### config.mk
export PLATFORM = sky130hd
export DESIGN_NAME = selective_repeat_receive_window
export DESIGN_NICKNAME = d
export VERILOG_FILES = /design/src/design/srrw_pkg.sv /design/src/design/srrw_slot_mem.sv /design/src/design/selective_repeat_receive_window.sv
export SDC_FILE = /design/constraint.sdc
export NUM_CORES = 1
export LEC_CHECK = 0
export ABC_CLOCK_PERIOD_IN_PS = 16070
export BUFFER_PORTS_ARGS = -buffer_cell sky130_fd_sc_hd__buf_4
export CELL_PAD_IN_SITES_DETAIL_PLACEMENT = 0
export CELL_PAD_IN_SITES_GLOBAL_PLACEMENT = 2
export CORE_AREA = 2 2 236 238
export CTS_BUF_LIST = sky130_fd_sc_hd__clkbuf_8
export CTS_CLUSTER_DIAMETER = 40
export DETAILED_ROUTE_END_ITERATION = 10
export DIE_AREA = 0 0 238 240
export PLACE_DENSITY = 0.81
export SETUP_SLACK_MARGIN = 0.3
export SLEW_MARGIN = 20
export SYNTH_ARGS = -nofsm -noshare
export SYNTH_HDL_FRONTEND = slang
export SYNTH_HIERARCHICAL = 1
export SYNTH_SLANG_ARGS = --single-unit
### constraint.sdc
create_clock -name clk -period 16.07 [get_ports clk]
set_input_delay 0.8035 -clock clk [delete_from_list [all_inputs] [get_ports clk]]
set_output_delay 0.8035 -clock clk [all_outputs]
set_load 0.01 [all_outputs]
### src/design/srrw_pkg.sv
`timescale 1ns / 1ps
`default_nettype none
// ----------------------------------------------------------------------------
// srrw_pkg
// Shared constants, types and helpers for the selective-repeat receive window.
// ----------------------------------------------------------------------------
package srrw_pkg;

  localparam int WINDOW    = 16;
  localparam int SEQ_SPACE = 256;
  localparam int SEQ_W     = 8;
  localparam int TAG_BITS  = 16;
  localparam int TAG_W     = 16;
  localparam int SIZE_W    = 8;
  localparam int NSLOTS    = WINDOW + 1;
  localparam int SLOT_W    = $clog2(NSLOTS);

  typedef logic [SLOT_W-1:0] slot_t;
  typedef logic [SEQ_W-1:0]  seq_t;

  typedef enum logic [1:0] {
    ST_IDLE,
    ST_CLASS,
    ST_HEAD,
    ST_RUN
  } state_t;

  typedef enum logic {
    KIND_ACK     = 1'b0,
    KIND_DELIVER = 1'b1
  } kind_t;

  typedef struct packed {
    logic [SIZE_W-1:0]   size;
    logic [TAG_BITS-1:0] tag;
  } slot_ent_t;

  typedef struct packed {
    logic      en;
    slot_t     addr;
    slot_ent_t data;
  } slot_wr_t;

  // Distance from b forward to a, modulo the sequence space.
  function automatic seq_t seq_diff(input seq_t a, input seq_t b);
    logic [SEQ_W:0] t;
    if (a >= b) begin
      t = {1'b0, a} - {1'b0, b};
    end else begin
      t = {1'b0, a} + (SEQ_W + 1)'(SEQ_SPACE) - {1'b0, b};
    end
    return t[SEQ_W-1:0];
  endfunction

  function automatic seq_t seq_inc(input seq_t s);
    if (s == SEQ_W'(SEQ_SPACE - 1)) begin
      return '0;
    end
    return s + SEQ_W'(1);
  endfunction

  function automatic slot_t slot_inc(input slot_t s);
    if (s == SLOT_W'(NSLOTS - 1)) begin
      return '0;
    end
    return s + SLOT_W'(1);
  endfunction

  // Slot of a segment d ahead of the base slot; d is below the window size.
  function automatic slot_t slot_add(input slot_t s, input seq_t d);
    logic [SEQ_W:0] t;
    t = (SEQ_W + 1)'(s) + {1'b0, d};
    if (t >= (SEQ_W + 1)'(NSLOTS)) begin
      t = t - (SEQ_W + 1)'(NSLOTS);
    end
    return t[SLOT_W-1:0];
  endfunction

endpackage
`default_nettype wire

### src/design/srrw_slot_mem.sv
`timescale 1ns / 1ps
`default_nettype none
// ----------------------------------------------------------------------------
// srrw_slot_mem
// Segment store: one write port, one read port, registered read data.
// ----------------------------------------------------------------------------
module srrw_slot_mem
  import srrw_pkg::*;
(
  input  wire logic      clk,
  input  wire slot_wr_t  wr,
  input  wire slot_t     rd_addr,
  output slot_ent_t      rd_data
);

  slot_ent_t mem [NSLOTS];

  always_ff @(posedge clk) begin
    if (wr.en) begin
      mem[wr.addr] <= wr.data;
    end
  end

  always_ff @(posedge clk) begin
    rd_data <= mem[rd_addr];
  end

endmodule
`default_nettype wire

### src/design/selective_repeat_receive_window.sv
`timescale 1ns / 1ps
`default_nettype none
// ----------------------------------------------------------------------------
// selective_repeat_receive_window
// Receive side of a selective-repeat link: ack, buffer and in-order delivery.
// ----------------------------------------------------------------------------
// A header is taken when start is high and busy is low. Results leave one a
// cycle on out_valid and cannot be held off; the last result of a header has
// out_last_of_run set. A non-data or corrupted header is dropped at the take
// edge; busy never rises for it. A far, old or out-of-order header passes
// through take and classify. A header at the window base goes on to head
// and, if buffered segments follow it, to run, where each released segment
// costs one read of the segment memory. Slot occupancy lives in flip-flops
// cleared by reset, so no clearing pass runs.
// ----------------------------------------------------------------------------
module selective_repeat_receive_window
  import srrw_pkg::*;
(
  input  wire logic              clk,
  input  wire logic              rst_n,
  input  wire logic              start,
  output logic                   busy,
  input  wire logic              in_is_data,
  input  wire logic              in_checksum_ok,
  input  wire logic [SEQ_W-1:0]  in_seq_num,
  input  wire logic [SIZE_W-1:0] in_data_size,
  input  wire logic [TAG_W-1:0]  in_payload_tag,
  output logic                   out_valid,
  output logic                   out_result_kind,
  output logic [SEQ_W-1:0]       out_ack_seq,
  output logic [TAG_W-1:0]       out_tag,
  output logic [SIZE_W-1:0]      out_seg_size,
  output logic                   out_last_of_run
);

  state_t              state_r, state_nxt;
  logic [NSLOTS-1:0]   full_r, full_nxt;
  slot_t               base_slot_r, base_slot_nxt;
  seq_t                base_seq_r, base_seq_nxt;
  slot_t               slot_r, slot_nxt;
  seq_t                seq_r;
  logic [SIZE_W-1:0]   size_r;
  logic [TAG_BITS-1:0] tag_r;

  slot_wr_t  wr;
  slot_ent_t rd_data;
  seq_t      d_fwd, d_back;
  slot_t     wslot, run_next;
  logic      take;

  assign take  = start && !busy;
  assign busy  = (state_r != ST_IDLE);
  assign d_fwd  = seq_diff(seq_r, base_seq_r);
  assign d_back = seq_diff(base_seq_r, seq_r);
  assign wslot    = slot_add(base_slot_r, d_fwd);
  assign run_next = slot_inc(slot_r);

  srrw_slot_mem u_mem (
    .clk     (clk),
    .wr      (wr),
    .rd_addr (slot_nxt),
    .rd_data (rd_data)
  );

  always_ff @(posedge clk) begin
    if (!rst_n) begin
      state_r     <= ST_IDLE;
      full_r      <= '0;
      base_slot_r <= '0;
      base_seq_r  <= '0;
    end else begin
      state_r     <= state_nxt;
      full_r      <= full_nxt;
      base_slot_r <= base_slot_nxt;
      base_seq_r  <= base_seq_nxt;
    end
  end

  always_ff @(posedge clk) begin
    slot_r <= slot_nxt;
    if (take) begin
      seq_r  <= in_seq_num;
      size_r <= in_data_size;
      tag_r  <= in_payload_tag[TAG_BITS-1:0];
    end
  end

  always_comb begin
    state_nxt       = state_r;
    full_nxt        = full_r;
    base_slot_nxt   = base_slot_r;
    base_seq_nxt    = base_seq_r;
    slot_nxt        = slot_r;
    wr.en           = 1'b0;
    wr.addr         = wslot;
    wr.data.size    = size_r;
    wr.data.tag     = tag_r;
    out_valid       = 1'b0;
    out_result_kind = KIND_ACK;
    out_ack_seq     = '0;
    out_tag         = '0;
    out_seg_size    = '0;
    out_last_of_run = 1'b0;

    case (state_r)
      ST_IDLE: begin
        // drop non-data and corrupted beats right here
        if (take && in_is_data && in_checksum_ok) begin
          state_nxt = ST_CLASS;
        end
      end
      ST_CLASS: begin
        state_nxt = ST_IDLE;
        if (d_fwd < SEQ_W'(WINDOW)) begin
          out_valid   = 1'b1;
          out_ack_seq = seq_r;
          if (d_fwd == '0) begin
            // start the run: prefetch the slot after the base
            slot_nxt  = slot_inc(base_slot_r);
            state_nxt = ST_HEAD;
          end else begin
            out_last_of_run = 1'b1;
            // keep the first copy of a duplicate
            if (!full_r[wslot]) begin
              wr.en           = 1'b1;
              full_nxt[wslot] = 1'b1;
            end
          end
        end else if (d_back <= SEQ_W'(WINDOW)) begin
          out_valid       = 1'b1;
          out_ack_seq     = seq_r;
          out_last_of_run = 1'b1;
        end
      end
      ST_HEAD: begin
        out_valid       = 1'b1;
        out_result_kind = KIND_DELIVER;
        out_tag         = TAG_W'(tag_r);
        out_seg_size    = size_r;
        out_last_of_run = !full_r[slot_r];
        base_seq_nxt    = seq_inc(base_seq_r);
        if (!full_r[slot_r]) begin
          base_slot_nxt = slot_r;
          state_nxt     = ST_IDLE;
        end else begin
          state_nxt = ST_RUN;
        end
      end
      ST_RUN: begin
        out_valid        = 1'b1;
        out_result_kind  = KIND_DELIVER;
        out_tag          = TAG_W'(rd_data.tag);
        out_seg_size     = rd_data.size;
        full_nxt[slot_r] = 1'b0;
        base_seq_nxt     = seq_inc(base_seq_r);
        slot_nxt         = run_next;
        // stop at the first hole or after a full turn of the ring
        if (run_next == base_slot_r || !full_r[run_next]) begin
          out_last_of_run = 1'b1;
          base_slot_nxt   = run_next;
          state_nxt       = ST_IDLE;
        end
      end
      default: begin
        state_nxt = ST_IDLE;
      end
    endcase
  end

endmodule
`default_nettype wire

* Word-level counts from Yosys, hierarchy flattened
Memories as Yosys holds them, arrays and structs flattened. A register that Yosys moved wholly into a read port is not among the register bits.
Index checks and enable logic that the tools add are counted.
** Operators by class
- Equality and inequality tests :: 13
- Bitwise gates (word level) :: 3
- Reductions and logical operators :: 18
- Mux-type cells :: 64
- $add $sub $neg :: 11
- Order comparisons :: 10
** Operators with widths (count)
- $mux 8 :: 8
- $mux 17 :: 3
- $mux 5 :: 9
- $pmux 17 s2 :: 1
- $pmux 16 s2 :: 1
- $pmux 8 s2 :: 2
- $sub 8x8->8 :: 4
- $mux 1 :: 25
- $add 8x1->8 const B :: 3
- $pmux 5 s2 :: 2
- $lt 5x6->1 const B :: 3
- $and 17x17->17 :: 1
- $not 17->17 :: 1
- $or 17x17->17 :: 1
- $ge 8x8->1 :: 2
- $bmux 1 s5 :: 3
- $ne 2x2->1 const B :: 6
- $add 5x1->5 const B :: 2
- $demux 1 s5 :: 2
- $eq 5x5->1 const B :: 2
- $ge 5x1->1 const B :: 2
- $mux 2 :: 5
- $add 5x8->9 :: 1
- $ge 9x5->1 const B :: 1
- 20 further kinds :: 29
** Storage, ports and cells
- Output and inout port bits :: 36
- RAM bits :: 408
- Word-level logic and storage cells :: 128
- Bits of input ports :: 37
- Memories :: 1
- Bits in registers :: 69
** Memories
- u_mem.mem :: depth 17, bits a word 24, read ports 1, clocked after Yosys merged registers in 1, wr ports 1, RTL line srrw_slot_mem.sv:16 : slot_ent_t mem [NSLOTS];

* Depth between registers and ports, before layout
- Word-level depth :: 15
- Gate-level depth with buffers :: 22

* By module
The synthesis kept the hierarchy.
** By module, submodules not included
- srrw_slot_mem :: area each 16264.3 µm², sequential area each 12732.2 µm², instances 1, cells an instance 695
- selective_repeat_receive_window :: area each 5287.6 µm², sequential area each 1701.6 µm², instances 1, cells an instance 588

* Worst setup path after synthesis
OpenSTA, ideal clock, no wires.
- Path type :: register to register
- Start :: register seq_r[0]
- End :: memory u_mem/mem[4][0] in the netlist's numbering, enable pin
- Buffers on the path :: 1
- Required time :: 15635 ps
- Clock period less this slack :: 6505 ps
- Slack :: 9565 ps
- Stages on the path, launching flop included :: 20
- Data arrival time :: 6070 ps
- Cell sequence :: edfxtp_1 -> inv_1 -> ha_1 -> inv_1 -> fa_1 -> inv_1 -> fa_1 -> nor2b_1 -> nand2_1 -> o31ai_2 -> o211ai_2 -> buf_6 -> o211ai_1 -> o31ai_1 -> a2111oi_2 -> a22oi_2 -> a2111oi_2 -> nor2b_1 -> nand2_1 -> nor3_1
** RTL lines
- start: declaration :: RTL line selective_repeat_receive_window.sv:41 : seq_t seq_r;
- start signal: assignment :: RTL line selective_repeat_receive_window.sv:82 : seq_r <= in_seq_num;
- end: declaration :: RTL line srrw_slot_mem.sv:16

==> results by group <==
STA
  • Setup TNS: 0 ns
  • Final hold slack: roughly 0.32 ns
  • Number of pins exceeding their max-slew limit in the final report: 0
  • Final-report hold violation count: 0
  • Final Critical Period: 7.28 ns
  • Worst relative slew slack: 0.334
  • RSZ-0062 raised after global routing: false
  • Final setup violation count: 0
  • Setup clock skew after layout: 0.0322 ns
  • Transition time at the pin with the least slew margin: 0.996 ns
  • Period utilisation layout: 0.453
  • Top achievable clock speed: 137 MHz
  • Final worst slack: about 8.8 ns

Clock tree
  • Post-cts resize count: 0
  • Clock Latency Late Sink: 0.66 ns
  • Buffer depth of the longest clock path: 3
  • Clock tree from TritonCTS: yes
  • Clk Tree Root Cell: clkbuf_8
  • CTS Hold Bufs: 0
  • Reg clk slew, reported paths: ~0.060 ns
  • Post-CTS Setup Bufs: 0
  • Num Clock Sinks: 501
  • CTS buffer count: between 80 and 90
  • Number of H-tree levels: 3

Critical path
  • Ordered cell list for the critical path: inv_1 -> ha_1 -> inv_1 -> fa_1 -> inv_1 -> fa_1 -> nor2b_1 -> nand2_1 -> o31ai_2 -> o211ai_2 -> nor2_2 -> mux2_4 -> a211o_1 -> nand2b_1 -> a2111oi_2 -> nor2b_1 -> and4b_1 -> buf_4
  • Kind of launch point of the worst setup path: register
  • Critical path's largest stage delay: slightly above 0.8 ns
  • Critical path required time: ~16 ns
  • Family of cells with the greatest summed delay on the critical path: simple AND/OR/NAND/NOR gates
  • CP bufs+invs: 4
  • Worst EP arrival: between 7 and 8 ns
  • Largest fanout on the critical path: 16
  • Master of the slowest instance on the critical path: fa_1
  • Cell with the most instances on the worst path: inv_1
  • Critical path capture point type: register
  • WS Path Type: register to register

Yosys
  • Dominant synthesized flop cell: edfxtp_1
  • XOR/XNOR Fraction of Synth Area: 0.0149
  • Number of enable flip-flop cells after synthesis: 440
  • Flops & latches, synth: 501
  • Synth Cell Area: 0.0216 mm²
  • Synth async-reset ratio: 0
  • Share of synthesized area occupied by flip-flops and latches: 0.670
  • Adder-cell share of the synthesized area: 0.0190
  • Compound-gate portion of the synthesized area: 0.0712
  • Number of synthesis warnings: 6
  • Top cell type by total area after synthesis: edfxtp_1
  • Area share of the largest cell type after synthesis: 0.613
  • Top cells by area in the synthesized netlist: edfxtp_1 (61%), mux4_2 (10%), dfxtp_1 (5.7%)
  • Mean cell area of the mapped netlist: 16.8 µm²
  • Number of instances in the synthesized netlist: 1283
  • Main combinational cell family by area after synthesis: multiplexers
  • Post-Syn Nets: 1351
  • Simple-gate portion of the synthesized area: 0.0592
  • Multiplexer area fraction after synthesis: 0.134
  • Number of distinct library cell variants in the gate-level netlist after synthesis: 80

Floorplan
  • Die outline height: between 200 and 250 µm
  • Top-level port count: 73
  • Die X: 238 µm
  • Floorplan row count: 86
  • Initial Utilization: 0.394
  • Core Region: 0.0547 mm²
  • Die area: 0.0571 mm²

Finish
  • Final standard cell area without fillers: 0.0245 mm²
  • Nets@finish: 1455
  • Most common cell after layout, fill and taps aside: edfxtp_1
  • Fraction of layout cells with a size suffix above 1: 0.265
  • Leading cell types in the layout, fill and taps excluded: edfxtp_1 (440), mux4_2 (100), clkbuf_8 (94)
  • Area growth syn-to-layout: 13.7%

Placed design
  • Post-DP Area: 0.0227 mm²
  • Weighted congestion reported at the end of routability-driven placement: 0.850
  • Detailed-placement wirelength estimate: 28800 µm
  • Setup Slack @ Placement: 8.91 ns
  • Total of buffers placed on input and output ports: 72

Global route
  • Pin count of the biggest net entering global routing: 52
  • Antenna violations before repair: 1
  • Met1 routing resource usage after global routing: 0.224
  • Global routing's busiest layer: met2
  • Number of global-route vias before repair: 12200
  • Wire length of the first global-routing pass: 73700 µm
  • Global-route track usage on met2: 0.291
  • Combined global-route utilization of all metal layers: 0.172
  • Sum of overflow across all layers after global routing: 0
  • Met3 track demand over resource: 0.0296

Worst hold path
  • Worst Hold Class: primary input to register

Power and ir drop
  • Leakage component of the power: 8.09 nW
  • Ratio of total power to cell area: between 100 and 150 mW/mm²
  • Worst IR Drop VDD: 80.2 µV
  • Overall Power: 2.65 mW

Routing
  • Number of violations reported at the end of detailed-routing iteration 0: ~860
  • DR DRC count: 0
  • Sum of routed wire length over all layers: 48200 µm
  • Initial DRT Pass Iterations: 5
  • Drt wl/cell: approximately 22 µm
  • Number of nets still failing antenna checks after routing: 0
  • Number of vias per cell after detailed routing: around 5.4
  • Total number of vias: 11800

Status
  • Run status: completed

Job
  • Max Cap Violations: 0
-- state kept, by name, summed over array words and instances (netlist names) --
name           cells
size_r             8
slot_r             5
seq_r              8
tag_r             16
state_r            2
full_r            17
base_seq_r         8
u_mem/rd_data     24
base_slot_r        5
u_mem/mem        408
-- cells in the mapped netlist (23+ instances only) --
cell	count
edfxtp_1	440
mux4_2	100
nor2_1	87
dfxtp_1	61
mux2i_1	56
nand2_1	44
clkbuf_1	35
inv_1	34
o22ai_1	30
ha_1	28
nand3_1	27
xnor2_1	25
o21ai_0	23
-- final timing paths --
| check | start | end | slack [ns] | depth (start not counted) |
|---|---|---|---|---|
| max | seq_r[0] | u_mem/mem[16][8] | 8.79 | 18 |
| min | in_seq_num[7] | seq_r[7] | 0.32 | 1 |
| max reg2reg | seq_r[0] | u_mem/mem[16][8] | 8.79 | 18 |
| min reg2reg | u_mem/mem[16][0] | u_mem/rd_data[0] | 0.54 | 2 |
-- kinds of logic (layout without fill, tap and decap cells) --
| logic type | count (synthesis) | in the layout |
|---|---|---|
| muxes | 160 | 160 |
| DFF | 501 | 501 |
| and+or+nand+nor | 259 | 259 |
| adders and majority gates | 31 | 31 |
| AOI/OAI and AO/OA | 187 | 187 |
| xor gates and xnor gates | 34 | 34 |
| other | 0 | 1 |
| buffers and inverters | 111 | 287 |
-- final cells by class --
type                            instances  area (µm²)
Multi-Input combinational cell        671        6600
Clock buffer                           94        1290
Tap cell                              704         881
Sequential cell                       501       14400
Inverter                               35         131
Clock inverter                         65         450
Antenna cell                            1        2.50
Timing Repair Buffer                   93         718
Fill cell                            4707       30200
-- worst reg2reg max path, stage by stage (launching register included) --
cell,delay (ns)
edfxtp_1,0.41
inv_1,0.08
ha_1,0.17
inv_1,0.06
fa_1,0.52
inv_1,0.07
fa_1,0.83
nor2b_1,0.41
nand2_1,0.21
o31ai_2,0.23
o211ai_2,0.31
nor2_2,0.58
mux2_4,0.37
a211o_1,0.50
nand2b_1,0.25
a2111oi_2,0.52
nor2b_1,0.26
and4b_1,0.75
buf_4,0.40
-- routing by layer --
layer / share of wire / routed length, µm
met5: 0 / 0
met2: 0.49 / 23800
met1: 0.43 / 20700
met4: 0.025 / 1190
met3: 0.053 / 2570
-- where the power goes --
| group | total (mW) | switching, mW | internal [mW] | leakage [nW] |
|---|---|---|---|---|
| registers | 1.44 | 0.0164 | 1.42 | 4.48 |
| clock network | 1.14 | 0.525 | 0.615 | 0.989 |
| logic | 0.0714 | 0.0456 | 0.0258 | 2.62 |
-- stage by stage --
| stage | std cells | utilization |
|---|---|---|
| after floorplan | 1283 | - |
| after global routing | 2164 | 0.448 |
| after global placement | 2003 | 0.416 |
| after detailed placement | 2003 | 0.416 |
| after CTS | 2162 | 0.448 |
| final | 2164 | 0.448 |
Note: power is estimated with default switching activity, not from simulation.
